[src/hdl/nwg_pkg.sv]
package nwg_pkg;

   // Width of the shift register and of one noise word
   localparam int WordBits = 16;
   localparam int CountBits = $clog2(WordBits);

   // Feedback polynomial after reset
   localparam logic [WordBits-1:0] PolyReset = WordBits'(16'h8005);

   // Shift register contents after reset
   localparam logic [WordBits-1:0] SeedReset = WordBits'(1);

   // Request kinds carried in tuser
   localparam logic ReqTick = 1'b0;
   localparam logic ReqSeed = 1'b1;

   // Configuration register indexes
   localparam logic CsrPoly = 1'b0;
   localparam logic CsrIncr = 1'b1;

   // Per-cycle control shared by every cell of the chain
   typedef struct packed {
      logic load;
      logic step;
   } cell_ctrl_type;

endpackage

[src/hdl/nwg_cell.sv]
module nwg_cell
   import nwg_pkg::*;
(
   input  logic          clock,
   input  logic          reset,
   input  cell_ctrl_type ctrl,
   input  logic          reset_bit,
   input  logic          load_bit,
   input  logic          carry_in,
   output logic          carry_out,
   input  logic          shift_in,
   input  logic          tap,
   output logic          pre_bit
);

   logic bit_ff;
   logic bit_in;

   // Apply the increment carry ahead of the shift
   always_comb begin
      pre_bit   = bit_ff ^ carry_in;
      carry_out = bit_ff & carry_in;
   end

   // Load a seed bit, or take the neighbor's bit with the feedback tap
   always_comb begin
      bit_in = bit_ff;
      if (ctrl.load) begin
         bit_in = load_bit;
      end else if (ctrl.step) begin
         bit_in = shift_in ^ tap;
      end
   end

   always_ff @(posedge clock) begin
      if (reset) begin
         bit_ff <= reset_bit;
      end else begin
         bit_ff <= bit_in;
      end
   end

endmodule

[src/hdl/lfsr_noise_word_generator_unit.sv]
// Galois LFSR noise word generator.
// Request channel (req_*): tuser selects the kind of item, 0 = tick, 1 = seed load;
// tdata carries the seed. A seed load overwrites the shift register and gives
// no result. A tick optionally increments the register, then clocks it through
// sixteen shift steps, one step per cycle unless stalled, in a chain of one-bit
// cells; the bits leaving the top form the noise word, first bit in the MSB.
// Result channel (rsp_*): one 16-bit noise word per tick, held in an output
// register, so the next item is taken while a word waits to be read.
// A new item is taken only while the chain is idle, not during a tick's steps;
// a seed load leaves the chain idle.
// Configuration (csr_*): index 0 is the feedback polynomial, index 1 the
// increment enable; csr_ready is always high, writes belong to idle periods.
// Reset: the register returns to 1, the polynomial to 0x8005, increment off.
// A stalled receiver holds the output word; a finished tick then waits in the
// chain, and no new item is taken until the word can move to the output.
module lfsr_noise_word_generator_unit
   import nwg_pkg::*;
(
   input  logic                clock,
   input  logic                reset,
   // request channel
   input  logic                req_tvalid,
   output logic                req_tready,
   input  logic [WordBits-1:0] req_tdata,   // [15:0] seed_value
   input  logic                req_tuser,   // [0] req_type
   // result channel
   output logic                rsp_tvalid,
   input  logic                rsp_tready,
   output logic [WordBits-1:0] rsp_tdata,   // [15:0] noise_word
   // configuration write channel
   input  logic                csr_valid,
   output logic                csr_ready,
   input  logic                csr_index,
   input  logic [WordBits-1:0] csr_data
);

   logic [WordBits-1:0]  poly_ff;
   logic                 incr_ff;
   logic                 busy_ff;
   logic                 busy_in;
   logic [CountBits-1:0] cnt_ff;
   logic [CountBits-1:0] cnt_in;
   logic [WordBits-1:0]  word_ff;
   logic [WordBits-1:0]  word_in;
   logic                 rsp_valid_ff;
   logic                 rsp_valid_in;
   logic [WordBits-1:0]  rsp_data_ff;
   logic [WordBits-1:0]  rsp_data_in;

   logic                 req_fire;
   logic                 tick_fire;
   logic                 seed_fire;
   logic                 last_step;
   logic                 out_free;
   logic                 finish;
   logic                 top_bit;
   cell_ctrl_type        ctrl;
   logic [WordBits-1:0]  pre;
   logic [WordBits-1:0]  carry;

   // Handshake decode
   always_comb begin
      req_fire   = req_tvalid & req_tready;
      tick_fire  = req_fire & (req_tuser == ReqTick);
      seed_fire  = req_fire & (req_tuser == ReqSeed);
      last_step  = busy_ff & (cnt_ff == CountBits'(WordBits - 1));
      out_free   = ~rsp_valid_ff | rsp_tready;
      finish     = last_step & out_free;
      req_tready = ~busy_ff;
      csr_ready  = 1'b1;
      top_bit    = pre[WordBits-1];
      ctrl.load  = seed_fire;
      ctrl.step  = tick_fire | (busy_ff & (~last_step | out_free));
   end

   // Increment enters at the low cell on the cycle a tick is taken
   assign carry[0] = tick_fire & incr_ff;

   // Chain of register cells
   for (genvar i = 0; i < WordBits; i++) begin : g_cell
      logic shift_bit;
      logic carry_nx;

      if (i == 0) begin : g_low
         assign shift_bit = 1'b0;
      end else begin : g_mid
         assign shift_bit = pre[i-1];
      end

      nwg_cell u_cell (
         .clock     (clock),
         .reset     (reset),
         .ctrl      (ctrl),
         .reset_bit (SeedReset[i]),
         .load_bit  (req_tdata[i]),
         .carry_in  (carry[i]),
         .carry_out (carry_nx),
         .shift_in  (shift_bit),
         .tap       (top_bit & poly_ff[i]),
         .pre_bit   (pre[i])
      );

      if (i < WordBits - 1) begin : g_carry
         assign carry[i+1] = carry_nx;
      end
   end

   // Sequence the sixteen steps and collect the tested bits
   always_comb begin
      busy_in = busy_ff;
      cnt_in  = cnt_ff;
      word_in = word_ff;
      if (tick_fire) begin
         busy_in = 1'b1;
         cnt_in  = CountBits'(1);
         word_in = {word_ff[WordBits-2:0], top_bit};
      end else if (busy_ff & ~last_step) begin
         cnt_in  = cnt_ff + CountBits'(1);
         word_in = {word_ff[WordBits-2:0], top_bit};
      end else if (finish) begin
         busy_in = 1'b0;
         cnt_in  = '0;
      end
   end

   // Hold the finished word until the receiver takes it
   always_comb begin
      rsp_valid_in = rsp_valid_ff;
      rsp_data_in  = rsp_data_ff;
      if (finish) begin
         rsp_valid_in = 1'b1;
         rsp_data_in  = {word_ff[WordBits-2:0], top_bit};
      end else if (rsp_tready) begin
         rsp_valid_in = 1'b0;
      end
   end

   always_ff @(posedge clock) begin
      if (reset) begin
         busy_ff      <= 1'b0;
         cnt_ff       <= '0;
         rsp_valid_ff <= 1'b0;
         poly_ff      <= PolyReset;
         incr_ff      <= 1'b0;
      end else begin
         busy_ff      <= busy_in;
         cnt_ff       <= cnt_in;
         rsp_valid_ff <= rsp_valid_in;
         if (csr_valid & csr_ready) begin
            unique case (csr_index)
               CsrPoly: poly_ff <= csr_data;
               CsrIncr: incr_ff <= csr_data[0];
               default: ;
            endcase
         end
      end
   end

   always_ff @(posedge clock) begin
      word_ff     <= word_in;
      rsp_data_ff <= rsp_data_in;
   end

   assign rsp_tvalid = rsp_valid_ff;
   assign rsp_tdata  = rsp_data_ff;

   // A tick keeps the chain busy for the following steps
   a_tick_busy: assert property (@(posedge clock) disable iff (reset)
      tick_fire |=> busy_ff)
      else $error("chain not busy after a tick");

   // A seed load never starts a run of steps
   a_seed_idle: assert property (@(posedge clock) disable iff (reset)
      seed_fire |=> !busy_ff)
      else $error("seed load started a run");

   // A new word only appears at the end of a run
   a_word_end: assert property (@(posedge clock) disable iff (reset)
      (rsp_tvalid && !$past(rsp_tvalid)) |-> $past(last_step))
      else $error("word appeared outside the end of a run");

   // The step count rests at zero while idle
   a_cnt_idle: assert property (@(posedge clock) disable iff (reset)
      !busy_ff |-> (cnt_ff == '0))
      else $error("step count not cleared while idle");

endmodule

[config.mk]
export PLATFORM = sky130hd
export DESIGN_NAME = lfsr_noise_word_generator_unit
export DESIGN_NICKNAME = d
export VERILOG_FILES = /design/src/hdl/nwg_pkg.sv /design/src/hdl/nwg_cell.sv /design/src/hdl/lfsr_noise_word_generator_unit.sv
export SDC_FILE = /design/constraint.sdc
export NUM_CORES = 1
export LEC_CHECK = 0
export ABC_CLOCK_PERIOD_IN_PS = 8200
export BUFFER_PORTS_ARGS = -buffer_cell sky130_fd_sc_hd__buf_4
export CAP_MARGIN = 25
export CORE_UTILIZATION = 55
export DETAILED_ROUTE_END_ITERATION = 7
export PLACE_DENSITY = 0.8
export SYNTH_ARGS = -nofsm -noshare
export SYNTH_HDL_FRONTEND = slang
export SYNTH_SLANG_ARGS = --single-unit
[constraint.sdc]
create_clock -name clock -period 8.2 [get_ports clock]
set_clock_uncertainty 0.15 [all_clocks]
set_input_delay 1.23 -clock clock [delete_from_list [all_inputs] [get_ports clock]]
set_output_delay 1.23 -clock clock [all_outputs]
set_load 0.03 [all_outputs]
==> flow_metrics.py, run 1 <==
metrics = {
    "clocking": {
        "root_buffer": "clkbuf_8",
        "ctsHtreeMaxLevel": 3,
        "cts_buffers": 9,
        "cts_tree": "yes",
        "clkTransAtPathRegs_ns": 0.08,
        "clk_latency_ns": 0.35,
        "clkSinkCount": 70,
        "ctsHoldBuffers": 0,
        "post_cts_buffers": 0,
        "cts.path.max_buffers": 2,
        "cts_resized": 0,
    },
    "critical_path": {
        "worstSetupPathType": "in2reg",
        "cp_cell_sequence": "buf_4, nor3b_1, and2_1, ha_1, ha_1, ha_1, ha_1, ha_1, ha_1, ha_1, ha_1, ha_1, ha_1, ha_1, ha_1, ha_1, ha_1, ha_1, xor2_2, and3_1, o21ai_1, a32o_1",
        "reg2reg_setup_slack_ns": 2.64,
        "cp.required_ns": 8.29,
        "cp-end-kind": "flop",
        "cp.arrival_ns": 6.09,
        "r2r_cells": 21,
        "critPathMaxStageDelay_ns": 0.81,
        "r2r_end": "g_cell[1].u_cell.bit_ff",
        "crit_slowest_cell": "xor2_2",
        "cp_common_cell": "ha_1",
        "path_max_fanout": 33,
        "start_kind": "input pin",
        "rr_startpoint": "busy_ff",
    },
    "yosys": {
        "synth.distinct_cells": 36,
        "synth-seq-cells": 70,
        "ys_seq_area_share_pct": 57.79,
        "syn_avg_cell_area_um2": 10.97,
        "synth_nets": 325,
        "syn_inst": 270,
        "synth_warnings": 0,
        "syn_area_um2": 2962,
    },
    "final_layout": {
        "fill_cells": 405,
        "seqCellArea_um2": 1712,
        "multi_input_area_um2": 1160,
        "final_cell_mix": "57 x buf_4, 39 x dfxtp_1, 35 x nand2_1",
        "layout.nets": 377,
        "layout.cells.non_filler": 397,
        "drive_gt1_share_pct": 27.22,
        "syn2layout_area_growth_pct": 21.42,
        "n_antenna_cell": 0,
        "final_common_cell": "buf_4",
    },
    "routing": {
        "drtIter0Drc": 169,
        "postRouteAntennaNets": 0,
        "route.detailed.drc": 0,
        "drt_wl_total_mm": 5.577,
        "via_per_inst": 5.428,
        "wl_per_cell_um": 14.05,
        "num_vias": 2155,
        "drtPass1Iterations": 4,
    },
    "hold_path": {
        "hold_end": "rsp_tdata[15]",
        "holdPathStages": 0,
        "worstHoldStart": "word_ff[14]",
        "min_path_type": "reg2reg",
    },
    "timing": {
        "final_hold_viol_count": 0,
        "fin_crit_sh_pct": 73.22,
        "rsz0062_at_grt": "false",
        "worst_pin_slew_ns": 1.053,
        "post-route-min-period_ns": 6.004,
        "timing.hold.ws_ns": 0.2882,
        "setup_viol": 0,
        "maxSlewViolCount": 0,
        "fin_setup_tns_ns": 0,
        "fmax_mhz": 166.6,
        "relSlewSlack_pct": 29.75,
    },
    "pwr": {
        "p_sw_mw": 0.1820,
        "power_frac_seq_pct": 53.5,
        "intPower_mw": 0.5586,
        "combPwrFrac_pct": 8.8,
        "switching_share_pct": 24.58,
        "power.density_nw_per_um2": 206.0,
        "peakVddDrop_v": 0.0001427,
        "power.leakage_nw": 1.501,
        "pwr-share-clk_pct": 37.6,
    },
    "place": {
        "numPortBuffers": 56,
        "gp_congestion": 0.8092,
        "dp_cells": 381,
        "hpwl_mm": 3.683,
    },
    "floorplanning": {
        "die_y_um": 75.38,
        "die-width_um": 75.38,
        "num_rows": 26,
        "io_pins": 58,
        "coreArea_um2": 5140,
        "initial_core_util_pct": 57.62,
        "dieArea_um2": 5682,
    },
    "global_routing": {
        "grt_overflow_total": 0,
        "grt_max_degree": 34,
        "first_global_vias": 1810,
        "grt_pass1_wl_mm": 8.687,
        "grt_use_total_pct": 21.54,
        "antenna_found_initial": 0,
    },
    "flow_run": {
        "drv_cap": 0,
    },
    "status": {
        "status": "finished, final reports clean",
    },
}
[critical path, delay by kind of cell]
kind	cells	cell delay [ns]
and+or+nand+nor	3	0.61
buffers and inverters	1	0.13
xor gates and xnor gates	1	0.81
adders and majority gates	15	2.93
AOI/OAI and AO/OA	2	0.37
[sequential cells by signal, indices dropped and copies added (netlist names)]
register / flops
incr_ff: 1
rsp_tdata: 16
g_cell.u_cell.bit_ff: 16
busy_ff: 1
rsp_tvalid: 1
word_ff: 15
poly_ff: 16
cnt_ff: 4
[layer usage]
| layer | vias to the layer above | part of all wire (%) | track usage [%] |
|---|---|---|---|
| met3 | 12 | 6.2 | 6.085 |
| met1 | 991 | 49 | 32.27 |
| met4 | 0 | 2.1 | 10.49 |
| met2 | 61 | 43 | 28.47 |
| met5 | - | 0 | 0 |
| li1 | 1091 | - | - |
[Yosys cell counts]
library cell | instances | area [um^2]
nor3b_1 | 1 | 7.510
or2_1 | 1 | 6.260
xor2_2 | 1 | 16.27
a21o_1 | 1 | 7.510
nand3_1 | 3 | 15.01
ha_1 | 16 | 200.2
nor3_1 | 3 | 15.01
o22ai_2 | 1 | 12.51
a41oi_1 | 2 | 17.52
o21ai_0 | 1 | 5.000
o21ai_1 | 15 | 75.07
and2_1 | 1 | 6.260
or2_0 | 2 | 12.51
nand3b_1 | 4 | 30.03
nor2b_1 | 2 | 12.51
clkbuf_1 | 7 | 26.28
a2111oi_0 | 1 | 8.760
conb_1 | 1 | 3.750
and2b_2 | 1 | 8.760
nand2b_1 | 2 | 12.51
nand4_1 | 1 | 6.260
a32o_1 | 15 | 150.1
buf_2 | 6 | 30.03
inv_1 | 3 | 11.26
a22oi_1 | 1 | 7.510
edfxtp_1 | 31 | 930.9
nor2_1 | 4 | 15.01
buf_4 | 3 | 22.52
dfxtp_1 | 39 | 780.8
or2_2 | 13 | 81.33
a21oi_1 | 34 | 170.2
mux2i_1 | 1 | 10.01
and3_1 | 16 | 100.1
nor2_2 | 1 | 6.260
a32oi_1 | 1 | 8.760
nand2_1 | 35 | 131.4
[layout make-up]
| type | count | area share (%) |
|---|---|---|
| multi-input cells | 181 | 32.25 |
| inverters | 3 | 0.3132 |
| clock inverters | 6 | 1.949 |
| clock buffers | 10 | 3.549 |
| well taps | 70 | 2.436 |
| flip-flops and latches | 70 | 47.60 |
| repair buffers | 57 | 11.90 |
[power by group through the flow]
stage	Clock (mW)	Sequential [mW]	Combinational, mW
finish	0.279	0.397	0.0655
global route	0.297	0.399	0.0733
floorplan	0	0.399	0.0450
global placement	0	0.403	0.0635
detailed placement	0	0.404	0.0650
CTS	0.281	0.396	0.0656
[cells by family (layout without fill, tap and decap cells)]
family                     Yosys count  count (layout)  share of synthesized area [%]
AOI/OAI and AO/OA                   72              72                          15.63
xor gates and xnor gates             1               1                         0.5494
adders and majority gates           16              16                          6.760
buffers and inverters               19              76                          3.042
DFF                                 70              70                          57.79
muxes                                1               1                         0.3380
other                                1               1                         0.1266
and+or+nand+nor                     90              90                          15.76
[metrics by stage]
stage          instance area [um^2]  setup WS [ns]  utilization [%]  power [mW]
2_1_floorplan                  2962          2.824                -      0.4438
3_3_place_gp                   3398          1.950            66.11      0.4669
3_5_place_dp                   3398          1.852            66.11      0.4688
4_1_cts                        3596          2.216            69.96      0.7427
5_1_grt                        3596          1.863            69.96      0.7693
6_report                       3596          2.196            69.96      0.7406
[how the worst max path moves through the flow]
stage	start	end	slack, ns	cells past startpoint
floorplan	req_tvalid	g_cell[14].u_cell.bit_ff	2.82	22
global placement	req_tvalid	g_cell[5].u_cell.bit_ff	1.95	22
detailed placement	req_tvalid	g_cell[5].u_cell.bit_ff	1.85	22
CTS	req_tvalid	g_cell[1].u_cell.bit_ff	2.22	22
global route	req_tvalid	g_cell[1].u_cell.bit_ff	1.86	22
finish	req_tvalid	g_cell[1].u_cell.bit_ff	2.20	22
Power figures use the tool's default switching activity.
==> run 2, diff against run 1 <==
--- a/config.mk
+++ b/config.mk
@@ -5,12 +5,12 @@
 export SDC_FILE = /design/constraint.sdc
 export NUM_CORES = 1
 export LEC_CHECK = 0
-export ABC_CLOCK_PERIOD_IN_PS = 8200
+export ABC_CLOCK_PERIOD_IN_PS = 4950
 export BUFFER_PORTS_ARGS = -buffer_cell sky130_fd_sc_hd__buf_4
 export CAP_MARGIN = 25
-export CORE_UTILIZATION = 55
+export CORE_UTILIZATION = 49
 export DETAILED_ROUTE_END_ITERATION = 7
-export PLACE_DENSITY = 0.8
+export PLACE_DENSITY = 0.75
 export SYNTH_ARGS = -nofsm -noshare
 export SYNTH_HDL_FRONTEND = slang
 export SYNTH_SLANG_ARGS = --single-unit
==> constraint.sdc (replaced) <==
create_clock -name clock -period 4.95 [get_ports clock]
set_clock_uncertainty 0.15 [all_clocks]
set_input_delay 0.7425 -clock clock [delete_from_list [all_inputs] [get_ports clock]]
set_output_delay 0.7425 -clock clock [all_outputs]
set_load 0.03 [all_outputs]
==> run 2 against run 1 <==
Clock-buffer cell count shrank 1. Worst hold slack gained 0.016 ns. Die area grew 12%. Sequential power grew 66%. Critical path depth grew 2. Core utilization shrank 2.5 points. Clock power grew 84%. Register-to-register slack lost 2.3 ns. Combinational power grew 110%. Setup slack lost 2.1 ns. Power grew 76%. Via count grew 5.0%. Critical path type unchanged. Largest cell class unchanged. Highest routed layer unchanged.
==> flow_metrics.py, run 2 (same netlist as run 1, synthesis figures left out) <==
metrics = {
    "routing": {
        "dr.max_layer_used": "met4",
        "num_vias": 2263,
        "wl_met2_mm": 3.127,
        "wl_met1_mm": 2.850,
        "postRouteAntennaNets": 0,
        "dr_wl_met3_um": 348,
        "via_per_inst": 5.533,
        "drtIter0Drc": 238,
        "drt_wl_total_mm": 6.454,
        "route.detailed.drc": 0,
        "wl_per_cell_um": 15.78,
        "drtPass1Iterations": 4,
    },
    "status": {
        "status": "finished, final reports clean",
    },
    "timing": {
        "fin_setup_tns_ns": 0,
        "maxSlewViolCount": 0,
        "worst_pin_slew_ns": 1.009,
        "final_hold_viol_count": 0,
        "setup_viol": 0,
        "post-route-min-period_ns": 4.876,
        "setup_ws_ns": 0.07396,
        "timing.hold.ws_ns": 0.3046,
        "fmax_mhz": 205.1,
        "relSlewSlack_pct": 32.51,
        "fin_crit_sh_pct": 98.51,
    },
    "final_layout": {
        "syn2layout_area_growth_pct": 29.24,
        "final_cell_mix": "61 x buf_4, 39 x dfxtp_1, 35 x nand2_1",
        "layout.nets": 387,
        "n_antenna_cell": 0,
        "drive_gt1_share_pct": 33.53,
        "final_common_cell": "buf_4",
        "fill_cells": 417,
        "layout.cells.non_filler": 409,
    },
    "clocking": {
        "cts_buffers": 9,
        "root_buffer": "clkbuf_8",
        "cts.path.max_buffers": 2,
        "clkSinkCount": 70,
        "cts_tree": "yes",
        "clkTransAtPathRegs_ns": 0.08,
        "ctsHtreeMaxLevel": 3,
        "clk_latency_ns": 0.35,
        "ctsHoldBuffers": 0,
    },
    "pwr": {
        "combPwrFrac_pct": 10.5,
        "switching_share_pct": 24.03,
        "peakVddDrop_v": 0.0002704,
        "power.density_nw_per_um2": 341.5,
        "pwr-share-clk_pct": 39.2,
        "p_total_mw": 1.307,
        "power_frac_seq_pct": 50.3,
        "p_sw_mw": 0.3141,
        "power.leakage_nw": 1.556,
        "intPower_mw": 0.9931,
    },
    "global_routing": {
        "grt_max_degree": 32,
        "first_global_vias": 2047,
        "antenna_found_initial": 0,
        "grt_pass1_wl_mm": 10.21,
        "grt_overflow_total": 0,
        "grt_use_total_pct": 21.88,
    },
    "floorplanning": {
        "die_y_um": 79.75,
        "num_rows": 27,
        "die-width_um": 79.75,
        "dieArea_um2": 6359,
        "initial_core_util_pct": 52.18,
        "coreArea_um2": 5675,
        "io_pins": 58,
    },
    "hold_path": {
        "hold_end": "rsp_tdata[15]",
        "holdPathStages": 0,
        "worstHoldStart": "word_ff[14]",
        "min_path_type": "reg2reg",
    },
    "place": {
        "numPortBuffers": 56,
        "hpwl_mm": 4.098,
        "dp_cells": 388,
        "dp_slack_ns": -0.3777,
        "gp_congestion": 0.8642,
    },
    "critical_path": {
        "reg2reg_setup_slack_ns": 0.32,
        "cp-end-kind": "flop",
        "r2r_cells": 23,
        "r2r_end": "g_cell[14].u_cell.bit_ff",
        "path_max_fanout": 9,
        "cp.required_ns": 5.04,
        "start_kind": "input pin",
        "rr_startpoint": "busy_ff",
        "worstSetupPathType": "in2reg",
        "cp.arrival_ns": 4.97,
    },
    "flow_run": {
        "drv_cap": 0,
    },
}
[run 2: repair_timing]
action	4_1_cts	5_1_grt
endpoints found under the setup margin	14	16
gates resized for setup	9	12
gates cloned	2	0
pin swaps	3	3
setup buffers	1	2
[run 2: critical path, cell delays in order]
cell and delay [ns]:
buf_4 0.11, nor3b_1 0.14, and2_1 0.16, ha_1 0.18, ha_1 0.18, ha_2 0.17
ha_2 0.17, ha_1 0.19, ha_2 0.18, ha_2 0.17, ha_2 0.17, ha_2 0.18
ha_1 0.19, ha_2 0.19, ha_1 0.19, ha_1 0.20, ha_2 0.20, ha_4 0.18
xor2_4 0.23, buf_6 0.15, buf_12 0.11, and3_1 0.17, o21ai_1 0.09, a32o_1 0.32
[run 2: final cells by class]
class | count | area, um^2 | area share, %
flip-flops and latches | 70 | 1712 | 44.72
multi-input cells | 181 | 1226 | 32.04
repair buffers | 67 | 566.8 | 14.81
clock buffers | 9 | 123.9 | 3.236
clock inverters | 7 | 97.59 | 2.550
well taps | 72 | 90.09 | 2.354
inverters | 3 | 11.26 | 0.2942
[run 2: how the worst max path moves through the flow]
stage | from | to | slack, ns | cells past startpoint
after floorplan | req_tvalid | g_cell[1].u_cell.bit_ff | 0.06 | 22
after global placement | req_tvalid | g_cell[15].u_cell.bit_ff | -0.22 | 23
after detailed placement | req_tvalid | g_cell[13].u_cell.bit_ff | -0.38 | 23
after CTS | req_tvalid | g_cell[10].u_cell.bit_ff | -0.01 | 23
after global routing | req_tvalid | g_cell[7].u_cell.bit_ff | -0.03 | 24
final | req_tvalid | g_cell[14].u_cell.bit_ff | 0.07 | 24
[run 2: metrics by stage]
stage | utilization (%) | instance area, um^2
floorplan | - | 2962
global placement | 60.80 | 3451
detailed placement | 60.80 | 3451
CTS | 66.60 | 3780
global route | 67.44 | 3827
finish | 67.44 | 3827
[run 2: per-layer routing]
layer | up-vias | GRT usage [%]
li1 | 1114 | -
met1 | 1060 | 28.65
met2 | 77 | 34.96
met3 | 12 | 3.771
met4 | 0 | 10.71
met5 | - | 0
[run 2: power groups by stage]
| stage | sequential [mW] | clock, mW | combinational, mW |
|---|---|---|---|
| floorplan | 0.661 | 0 | 0.0745 |
| global placement | 0.667 | 0 | 0.113 |
| detailed placement | 0.668 | 0 | 0.116 |
| CTS | 0.657 | 0.516 | 0.132 |
| global route | 0.661 | 0.543 | 0.151 |
| finish | 0.658 | 0.513 | 0.137 |
